$ cat src/rtl/lkd_pkg.sv
// Shared types, constants and the LFSR step function of the frame descrambler.
// No dependencies; the top level takes it in.

package lkd_pkg;

  // Frame layout
  localparam int FRAME_MAX_DEFAULT = 256;
  localparam int SEED_FIRST_POS    = 2;
  localparam int SEED_LAST_POS     = 13;
  localparam int CHECK_POS         = 14;
  localparam int PAYLOAD_POS       = 15;

  // Check constants
  localparam logic [7:0] HEADER_BYTE = 8'h4B;
  localparam logic [7:0] CHECK_MASK  = 8'hEF;

  // LFSR taps
  localparam logic [31:0] LFSR_TAPS = 32'h8000_0806;

  // Configuration port
  localparam int CFG_INDEX_W = 1;
  localparam int CFG_DATA_W  = 32;

  typedef enum logic [CFG_INDEX_W-1:0] {
    REG_SCRAMBLE_KEY = 1'b0,
    REG_HEADER_MODE  = 1'b1
  } cfg_reg_e;

  typedef enum logic [1:0] {
    VERDICT_OK       = 2'd0,
    VERDICT_SHORT    = 2'd1,
    VERDICT_HEADER   = 2'd2,
    VERDICT_CHECKSUM = 2'd3
  } verdict_e;

  typedef struct packed {
    logic [7:0] frame_byte;
    logic [7:0] origin_byte;
    logic       frame_end;
  } byte_item_t;

  typedef struct packed {
    logic [7:0] plain_byte;
    logic       has_byte;
    logic       is_final;
    logic [1:0] verdict;
    logic [7:0] payload_length;
  } result_item_t;

  // Advance the LFSR by eight bits; the new bit enters at bit 0.
  function automatic logic [31:0] lfsr_eight(input logic [31:0] r);
    logic [31:0] s;
    s = r;
    for (int k = 0; k < 8; k++) begin
      s = {s[30:0], ^(s & LFSR_TAPS)};
    end
    return s;
  endfunction

endpackage

$ cat src/rtl/lkd_stream_if.sv
// Valid/ready channel that carries one request of the payload type given.
// Payload types come from lkd_pkg.

interface lkd_stream_if #(
  parameter type payload_t = logic
);
  logic     valid;
  logic     ready;
  payload_t payload;

  modport source (output valid, output payload, input ready);
  modport sink   (input valid, input payload, output ready);
endinterface

$ cat src/rtl/lfsr_keystream_frame_descrambler.sv
// Top level of the frame descrambler: seed build, LFSR keystream, checksum,
// verdict and a two-entry result buffer. Uses lkd_pkg and lkd_stream_if.
//
// Usage:
//   byte_ch carries one frame byte per request, with the original header byte
//   at the same index and a last-byte flag. result_ch carries the descrambled
//   bytes from index 15 on, and on the last byte the verdict and the payload
//   length. Header bytes that are not the last give no result.
//   Bytes go out before the verdict; drop the frame's bytes unless the final
//   result reports ok.
//   An accepted byte's result is registered before it goes out on result_ch.
//   Throughput is one byte per cycle while result_ch does not stall: the eight
//   LFSR shifts, the seed XOR and the checksum add are all combinational.
//   When result_ch stalls, one more result goes into a skid register, then
//   byte_ch.ready drops until the skid register drains.
//   The configuration port takes scramble_key (index 0) and header_check_mode
//   (index 1); the key is sampled at byte 14 and the mode at the last byte.
//   Synchronous reset clears the frame state, both registers and the buffer.

module lfsr_keystream_frame_descrambler #(
  parameter int FRAME_MAX = lkd_pkg::FRAME_MAX_DEFAULT
) (
  input  logic                           clk,
  input  logic                           rst,
  input  logic                           cfg_write,
  input  logic [lkd_pkg::CFG_INDEX_W-1:0] cfg_index,
  input  logic [lkd_pkg::CFG_DATA_W-1:0]  cfg_data,
  lkd_stream_if.sink                     byte_ch,
  lkd_stream_if.source                   result_ch
);

  localparam int POS_W = $clog2(FRAME_MAX + 1);

  // Configuration registers
  logic [31:0] scramble_key;
  logic        header_check_mode;

  // Frame state
  logic [31:0]      lfsr_register, lfsr_register_next;
  logic [POS_W-1:0] byte_position, byte_position_next;
  logic [7:0]       running_sum, running_sum_next;
  logic [7:0]       expected_check, expected_check_next;
  logic             header_failed, header_failed_next;

  // Result buffer
  logic                  out_valid;
  lkd_pkg::result_item_t out_item;
  logic                  skid_valid;
  lkd_pkg::result_item_t skid_item;

  logic                  accept;
  logic                  produce;
  logic                  out_free;
  lkd_pkg::result_item_t result;
  lkd_pkg::byte_item_t   req;

  logic [1:0]  lane;
  logic [7:0]  seed_byte;
  logic [31:0] stepped;
  logic [7:0]  plain;
  logic        is_payload;

  assign req    = byte_ch.payload;
  assign accept = byte_ch.valid && byte_ch.ready;

  // Write configuration registers
  always_ff @(posedge clk) begin
    if (rst) begin
      scramble_key      <= '0;
      header_check_mode <= 1'b0;
    end else if (cfg_write) begin
      unique case (lkd_pkg::cfg_reg_e'(cfg_index))
        lkd_pkg::REG_SCRAMBLE_KEY: scramble_key      <= cfg_data[31:0];
        lkd_pkg::REG_HEADER_MODE:  header_check_mode <= cfg_data[0];
      endcase
    end
  end

  // Byte lane of the seed: index 2, 6 and 10 land in the top byte
  assign lane      = byte_position[1:0] + 2'd2;
  assign seed_byte = (byte_position >= POS_W'(10)) ? req.frame_byte : req.origin_byte;

  assign stepped    = lkd_pkg::lfsr_eight(lfsr_register);
  assign is_payload = byte_position >= POS_W'(lkd_pkg::PAYLOAD_POS);
  assign plain      = is_payload ? (req.frame_byte ^ stepped[7:0]) : 8'h00;

  // Next frame state and the result for this byte
  always_comb begin
    lfsr_register_next  = lfsr_register;
    running_sum_next    = running_sum;
    expected_check_next = expected_check;
    header_failed_next  = header_failed;
    byte_position_next  = byte_position;

    if (byte_position >= POS_W'(lkd_pkg::SEED_FIRST_POS) &&
        byte_position <= POS_W'(lkd_pkg::SEED_LAST_POS)) begin
      lfsr_register_next = lfsr_register ^ (32'(seed_byte) << {~lane, 3'b000});
    end else if (byte_position == POS_W'(lkd_pkg::CHECK_POS)) begin
      lfsr_register_next  = lfsr_register ^ scramble_key;
      expected_check_next = req.frame_byte & lkd_pkg::CHECK_MASK;
    end else if (is_payload) begin
      lfsr_register_next = stepped;
      running_sum_next   = running_sum + plain;
      if (byte_position == POS_W'(lkd_pkg::PAYLOAD_POS) && plain != lkd_pkg::HEADER_BYTE) begin
        header_failed_next = 1'b1;
      end
    end

    if (byte_position < POS_W'(FRAME_MAX)) begin
      byte_position_next = byte_position + POS_W'(1);
    end

    result.plain_byte     = plain;
    result.has_byte       = is_payload;
    result.is_final       = req.frame_end;
    result.verdict        = lkd_pkg::VERDICT_OK;
    result.payload_length = 8'h00;
    if (req.frame_end) begin
      if (!is_payload) begin
        result.verdict = lkd_pkg::VERDICT_SHORT;
      end else begin
        // Position never exceeds FRAME_MAX, so the length stays below 256 while FRAME_MAX is under 270
        result.payload_length = 8'(byte_position - POS_W'(lkd_pkg::CHECK_POS));
        if (header_check_mode) begin
          if (header_failed_next) result.verdict = lkd_pkg::VERDICT_HEADER;
        end else if ((running_sum_next & lkd_pkg::CHECK_MASK) != expected_check) begin
          result.verdict = lkd_pkg::VERDICT_CHECKSUM;
        end
      end
    end
  end

  assign produce = accept && (is_payload || req.frame_end);

  // Advance frame state; clear it after the last byte
  always_ff @(posedge clk) begin
    if (rst) begin
      lfsr_register  <= '0;
      byte_position  <= '0;
      running_sum    <= '0;
      expected_check <= '0;
      header_failed  <= 1'b0;
    end else if (accept) begin
      if (req.frame_end) begin
        lfsr_register  <= '0;
        byte_position  <= '0;
        running_sum    <= '0;
        expected_check <= '0;
        header_failed  <= 1'b0;
      end else begin
        lfsr_register  <= lfsr_register_next;
        byte_position  <= byte_position_next;
        running_sum    <= running_sum_next;
        expected_check <= expected_check_next;
        header_failed  <= header_failed_next;
      end
    end
  end

  // Output register with a skid stage behind it
  assign out_free      = !out_valid || result_ch.ready;
  assign byte_ch.ready = !skid_valid;

  always_ff @(posedge clk) begin
    if (rst) begin
      out_valid  <= 1'b0;
      skid_valid <= 1'b0;
    end else if (out_free) begin
      if (skid_valid) begin
        out_valid  <= 1'b1;
        skid_valid <= 1'b0;
      end else begin
        out_valid <= produce;
      end
    end else if (produce) begin
      skid_valid <= 1'b1;
    end
  end

  always_ff @(posedge clk) begin
    if (out_free) begin
      out_item <= skid_valid ? skid_item : result;
    end else if (produce) begin
      skid_item <= result;
    end
  end

  assign result_ch.valid   = out_valid;
  assign result_ch.payload = out_item;

  // Checks
  a_skid_behind_out: assert property (@(posedge clk) disable iff (rst)
    skid_valid |-> out_valid)
    else $error("skid entry held while output register empty");

  a_empty_is_final: assert property (@(posedge clk) disable iff (rst)
    (out_valid && !out_item.has_byte) |-> out_item.is_final)
    else $error("result without byte that is not final");

  a_verdict_on_final: assert property (@(posedge clk) disable iff (rst)
    (out_valid && !out_item.is_final) |->
      (out_item.verdict == lkd_pkg::VERDICT_OK && out_item.payload_length == 8'h00))
    else $error("verdict or length on a non-final result");

  a_clear_after_end: assert property (@(posedge clk) disable iff (rst)
    (accept && req.frame_end) |=> (byte_position == '0 && lfsr_register == '0))
    else $error("frame state not cleared after last byte");

endmodule
$ cat src/flat_wrapper.sv
// flat-port wrapper written by rule: the top's interface ports become plain ports
module lfsr_keystream_frame_descrambler_flat 
#(
  parameter int FRAME_MAX = lkd_pkg::FRAME_MAX_DEFAULT
)
  (clk, rst, cfg_write, cfg_index, cfg_data, byte_ch_valid, byte_ch_payload, byte_ch_ready, result_ch_valid, result_ch_payload, result_ch_ready);
  lkd_stream_if byte_ch_i ();
  lkd_stream_if result_ch_i ();
  input  logic clk;
  input  logic rst;
  input  logic cfg_write;
  input  logic [lkd_pkg::CFG_INDEX_W-1:0] cfg_index;
  input  logic [lkd_pkg::CFG_DATA_W-1:0] cfg_data;
  input wire logic [$bits(byte_ch_i.valid)-1:0] byte_ch_valid;
  input wire logic [$bits(byte_ch_i.payload)-1:0] byte_ch_payload;
  output wire logic [$bits(byte_ch_i.ready)-1:0] byte_ch_ready;
  output wire logic [$bits(result_ch_i.valid)-1:0] result_ch_valid;
  output wire logic [$bits(result_ch_i.payload)-1:0] result_ch_payload;
  input wire logic [$bits(result_ch_i.ready)-1:0] result_ch_ready;
  assign byte_ch_i.valid = byte_ch_valid;
  assign byte_ch_i.payload = byte_ch_payload;
  assign byte_ch_ready = byte_ch_i.ready;
  assign result_ch_valid = result_ch_i.valid;
  assign result_ch_payload = result_ch_i.payload;
  assign result_ch_i.ready = result_ch_ready;
  lfsr_keystream_frame_descrambler #(.FRAME_MAX(FRAME_MAX)) u_core (.clk(clk), .rst(rst), .cfg_write(cfg_write), .cfg_index(cfg_index), .cfg_data(cfg_data), .byte_ch(byte_ch_i), .result_ch(result_ch_i));
endmodule
$ cat config.mk
export PLATFORM = sky130hd
export DESIGN_NAME = lfsr_keystream_frame_descrambler_flat
export DESIGN_NICKNAME = d
export VERILOG_FILES = /design/src/rtl/lkd_pkg.sv /design/src/rtl/lkd_stream_if.sv /design/src/rtl/lfsr_keystream_frame_descrambler.sv /design/src/flat_wrapper.sv
export SDC_FILE = /design/constraint.sdc
export NUM_CORES = 1
export LEC_CHECK = 0
export BUFFER_PORTS_ARGS = -buffer_cell sky130_fd_sc_hd__buf_2
export CAP_MARGIN = 25
export CORE_MARGIN = 5
export CORE_UTILIZATION = 42
export DETAILED_ROUTE_END_ITERATION = 6
export GPL_TIMING_DRIVEN = 0
export MAX_ROUTING_LAYER = met4
export PLACE_DENSITY = 0.81
export SYNTH_ARGS = -nofsm -noshare
export SYNTH_HDL_FRONTEND = slang
export SYNTH_SLANG_ARGS = --single-unit
$ cat constraint.sdc
create_clock -name clk -period 3.55 [get_ports clk]
set_clock_uncertainty 0.1 [all_clocks]
set_input_delay 0.71 -clock clk [delete_from_list [all_inputs] [get_ports clk]]
set_output_delay 0.71 -clock clk [all_outputs]
set_load 0.005 [all_outputs]
==> results.yml, run 1 <==
run_status:
  status: "finished, final reports clean"
setup_path:
  cpMaxStageDelayCell: "dfxtp_1"
  start_kind: "flip-flop"
  crit_required_ns: 3.49
  critical_path.startpoint: "u_core.byte_position[0]"
  path_class: "reg2reg"
  critPathMaxFanout: 5
  r2r_slack_ns: 1.77
  cp_slowest_stage_delay_ns: 0.36
  reg2reg_depth: 5
  timing.rr.start: "u_core.byte_position[0]"
  reg2reg_to: "u_core.result_ch.payload"
  crit_arrival_ns: 1.71
  end_kind: "flip-flop"
  crit_chain: "ha_1, a21oi_1, o21ai_0, o211a_1, mux2_2"
drt:
  vias: 517
  ant_nets: 0
  firstDrtPassIters: 4
  drc: 0
  drtIter0Drc: 13
  wl_per_cell_um: 13.4
  vias_per_cell: 5.50
  totalWireLength_mm: 1.26
hold_path:
  hold_end: "u_core.byte_position[7]"
  holdCritStartpoint: "u_core.byte_position[7]"
  hold_class: "reg2reg"
  holdPathStages: 2
timing:
  setup_viol: 0
  slew_viol_final: 0
  min_period_ns: 1.78
  setup-tns-final_ns: 0
  hold_violations: 0
  tightest_slew_ns: 0.345
  holdWs_ns: 0.423
  timing.slew.headroom_pct: 76.8
  max_freq_mhz: 563
  setup_ws_ns: 1.77
  period_share_pct: 50.0
  grt_setup_unrepaired: "no"
floorplan:
  rows: 14
  boundaryPins: 42
  core_um2: 1450
  die_area_um2: 2360
  dieHeight_um: 48.6
  start_util_pct: 42.9
  fp.dieW_um: 48.6
cells_and_area:
  fin_area_um2: 706
  drive_above_1_share_pct: 16.7
  final_cell_mix: "11 x dfxtp_1, 8 x nor2_1, 7 x buf_2, 5 x nand2_1, 4 x xor2_1"
  fillers: 140
  nets: 119
  n_antenna_cell: 0
  layout_commonest_cell: "dfxtp_1"
  area_growth_pct: 13.0
pwr:
  seqPwrFrac_pct: 57.1
  vdd_drop_max_v: 0.000142
  combPwrFrac_pct: 7.6
  netSwitchingFraction_pct: 24.0
  leakage_nw: 0.285
  p_per_area_nw_per_um2: 382
  clock_power_share_pct: 35.3
  p_int_mw: 0.205
  p_sw_mw: 0.0648
global_routing:
  grt_pass1_vias: 508
  grt_max_degree: 10
  grt_pass1_wl_mm: 2.26
  overflow: 0
  antenna_found_initial: 0
  grt_usage_pct: 12.3
clock_tree:
  cts_sinks: 13
  cts_buffers: 3
  tritoncts: "built"
  ctsResizeCount: 0
  htreeDepth: 1
  cts_setup_buffers: 0
  cts_root_buf: "clkbuf_4"
  path_clk_slew_ns: 0.08
  ctsHoldBuffers: 0
  insertion_delay_ns: 0.28
  clock_path_buffers: 2
place:
  dpl.hpwl_um: 876
  gp_congestion: 0.828
  io_buffers: 7
  post_dp_cell_area_um2: 679
  pre_cts_slack_ns: 1.48
synthesis:
  seq_area_frac_synth_pct: 44.9
  netlist_instances: 67
  ys.warnings.count: 0
  synth_nets: 107
  ys_types: 31
  synth_area_um2: 624
  postSynthAreaPerCell_um2: 9.32
  ys_ff_latch: 13
run:
  maxCapViolations: 0
[power groups by stage]
stage                     combinational (mW)  clock (mW)  sequential, mW
final                                 0.0204      0.0952           0.154
after global routing                  0.0228       0.106           0.155
after CTS                             0.0207      0.0974           0.154
after global placement                0.0199           0           0.157
after detailed placement              0.0206           0           0.158
after floorplan                       0.0127           0           0.157
[cells in the mapped netlist, drive strengths merged]
library cell	instances	area [µm²]
buf	1	11.3
or2b	1	7.51
nor2b	1	6.26
or3	1	6.26
xnor2	1	8.76
nor4	1	6.26
a32oi	1	8.76
ha	1	12.5
xor2	4	35.0
mux2	1	11.3
nor2	8	30.0
a41oi	1	8.76
and2	3	18.8
a21o	1	15.0
nand3	2	10.0
a31oi	1	6.26
and4	1	8.76
o211a	1	10.0
nand4	3	18.8
a21oi	3	15.0
a211oi	1	7.51
or4	1	7.51
inv	2	7.51
o31ai	1	7.51
dfxtp	11	220
o211ai	1	7.51
nand2b	2	12.5
nor3	2	10.0
o21ai	2	10.0
nand2	5	18.8
edfxtp	2	60.1
[flip-flops by register name (all words and copies together) (netlist names)]
name,flops
u_core.byte_position,9
u_core.skid_item,1
u_core.result_ch.valid,1
u_core.skid_valid,1
u_core.result_ch.payload,1
[area by class of cell]
class                   count  area (µm²)  area share [%]
well taps                  16        20.0            2.84
plain buffers               1        11.3            1.60
clock buffers               4        26.3            3.72
inverters                   2        7.51            1.06
multi-input cells          51         325            46.1
flip-flops and latches     13         280            39.7
repair buffers              7        35.0            4.96
[critical path, delay by kind of cell, from the launching register on]
family,cells,cell delay (ns)
AOI/OAI and AO/OA,3,0.52
DFF,1,0.36
adders and majority gates,1,0.28
muxes,1,0.27
[cell families (layout without fill, tap and decap cells)]
family,after synthesis,in the layout,share of synthesized area (%)
xor gates and xnor gates,5,5,7.01
and+or+nand+nor,31,31,25.9
adders and majority gates,1,1,2.00
AOI/OAI and AO/OA,13,13,15.4
buffers and inverters,3,14,3.01
DFF,13,13,44.9
muxes,1,1,1.80
[worst max path at each step]
| stage | to | slack [ns] | cells after the start |
|---|---|---|---|
| after floorplan | u_core.byte_position[5] | 1.66 | 5 |
| after detailed placement | u_core.byte_position[5] | 1.48 | 6 |
| final | u_core.result_ch.payload | 1.77 | 5 |
| after global routing | u_core.skid_item[0] | 1.65 | 5 |
| after global placement | u_core.byte_position[5] | 1.49 | 6 |
| after CTS | u_core.result_ch.payload | 1.76 | 5 |
[metal layers]
layer	share of wire [%]	global-route usage (%)	wire length, µm	vias up
met3	4.8	4.29	61	5
met4	2.4	6.73	30	0
li1	-	-	-	266
met2	45	16.1	562	10
met5	0	-	0	-
met1	48	16.4	603	236
[stage by stage]
stage	cells	utilization, %	total power, mW
6_report	94	48.5	0.270
5_1_grt	94	48.5	0.283
4_1_cts	94	48.5	0.272
3_5_place_dp	90	46.7	0.178
3_3_place_gp	90	46.7	0.177
2_1_floorplan	67	-	0.170
No activity file was read; power rests on OpenSTA's default activity.
==> run 2, diff against run 1 <==
CORE_ASPECT_RATIO = 0.8   (was unset)
CORE_UTILIZATION = 35   (was 42)
PLACE_DENSITY = 0.72   (was 0.81)
clock period = 1.5 ns   (was 3.55 ns; I/O delays follow)
==> results.yml, run 2 (same netlist as run 1, synthesis figures left out) <==
run_status:
  status: "finished, violations left"
  violations: "negative setup slack"
global_routing:
  use_met3_pct: 6.47
  overflow: 0
  grt_util_met2_pct: 18.5
  top_usage_layer: "met2"
  grt_pass1_wl_mm: 2.28
  met1_usage_pct: 12.1
  grt_pass1_vias: 534
  grt_usage_pct: 12.2
  grt_max_degree: 10
  antenna_found_initial: 0
clock_tree:
  htreeDepth: 1
  cts_buffers: 3
  insertion_delay_ns: 0.28
  path_clk_slew_ns: 0.08
  tritoncts: "built"
  cts_root_buf: "clkbuf_4"
  cts_sinks: 13
  ctsHoldBuffers: 0
  clock_path_buffers: 2
setup_path:
  crit_cells: 4
  crit_chain: "nor4_4, o21ai_2, o211a_1, mux2_4"
  critPathMaxFanout: 4
  reg2reg_depth: 4
  critPathTopFamily: "flip-flops"
  end_kind: "flip-flop"
  crit_required_ns: 1.44
  start_kind: "flip-flop"
  path_class: "reg2reg"
  timing.rr.start: "u_core.byte_position[5]"
  crit_arrival_ns: 1.52
  r2r_slack_ns: -0.07
  reg2reg_to: "u_core.result_ch.payload"
  cp_slowest_stage_delay_ns: 0.35
  cpMaxStageDelayCell: "dfxtp_2"
  worst-path-buf-inv: 0
hold_path:
  hold_class: "in2reg"
  holdCritStartpoint: "rst"
  hold_end: "u_core.result_ch.valid"
  holdPathStages: 2
timing:
  setup-tns-final_ns: -0.110
  setup_ws_ns: -0.0749
  slew_viol_final: 0
  tightest_slew_ns: 0.268
  min_period_ns: 1.57
  timing.slew.headroom_pct: 82.0
  grt_setup_unrepaired: "yes"
  setup_viol: 2
  holdWs_ns: 0.152
  period_share_pct: 105
  hold_violations: 0
  max_freq_mhz: 635
floorplan:
  core_um2: 1660
  boundaryPins: 42
  dieHeight_um: 47.8
  fp.dieW_um: 57.2
  start_util_pct: 37.6
  rows: 13
  die_area_um2: 2730
pwr:
  vdd_drop_max_v: 0.000721
  p_per_area_nw_per_um2: 810
  p_total_mw: 0.648
  leakage_nw: 0.324
place:
  io_buffers: 7
  gp_congestion: 0.827
  dpl.hpwl_um: 872
  dp_cells: 96
  post_dp_cell_area_um2: 706
  pre_cts_slack_ns: -0.149
cells_and_area:
  fin_cells: 105
  layout_commonest_cell: "nor2_1"
  fin_area_um2: 800
  final_cell_mix: "8 x nor2_1, 7 x buf_2, 7 x dfxtp_1, 5 x nand2_1, 5 x buf_4"
  largest_register: "u_core.byte_position"
  area_growth_pct: 28.1
  n_antenna_cell: 0
  drive_above_1_share_pct: 31.3
  largest_reg_flops: 9
  final_util_pct: 48.2
  nets: 124
drt:
  drtIter0Drc: 6
  ant_nets: 0
  firstDrtPassIters: 4
  vias: 556
  totalWireLength_mm: 1.37
  drc: 0
  vias_per_cell: 5.30
  wl_per_cell_um: 13.0
run:
  maxCapViolations: 0
-- run 2: changes by cell type in the layout (fill, tap and decap cells not counted), sizes merged --
cell and delta:
buf +5
-- run 2: timing repair --
action | CTS | global route
pin swaps | 3 | 2
setup buffers | 4 | 1
endpoints found under the setup margin | 2 | 6
resized for setup | 6 | 2
-- run 2: metal layers --
layer | vias up | wire, µm | share of wire [%]
met5 | - | 0 | 0
met4 | 0 | 68 | 5.0
met3 | 9 | 80 | 5.9
met2 | 15 | 634 | 46
met1 | 253 | 584 | 43
li1 | 279 | - | -
-- run 2: worst reg2reg max path, stage by stage (launching register included) --
cell,delay [ns]
dfxtp_2,0.35
nor4_4,0.29
o21ai_2,0.10
o211a_1,0.24
mux2_4,0.26
-- run 2: worst max path at each step --
stage,start,end,slack [ns]
after floorplan,u_core.byte_position[0],u_core.result_ch.payload,-0.02
after global placement,byte_ch_valid,u_core.byte_position[5],-0.13
after detailed placement,byte_ch_valid,u_core.byte_position[5],-0.15
after CTS,u_core.byte_position[7],u_core.result_ch.payload,-0.05
after global routing,u_core.byte_position[5],u_core.result_ch.payload,-0.12
final,u_core.byte_position[5],u_core.result_ch.payload,-0.07
-- run 2: cell type report --
cell class                 count  area, µm²
buffer                         1       11.3
clock buffer                   4       26.3
fill                         163        860
inverter                       2       7.51
multi-input combinational     51        364
sequential                    13        290
tap                           22       27.5
timing repair buffer          12       72.6
-- run 2: report_power, final --
part,switching (mW),internal (mW)
combinational,0.0318,0.0315
sequential,0.00580,0.358
clock,0.117,0.103
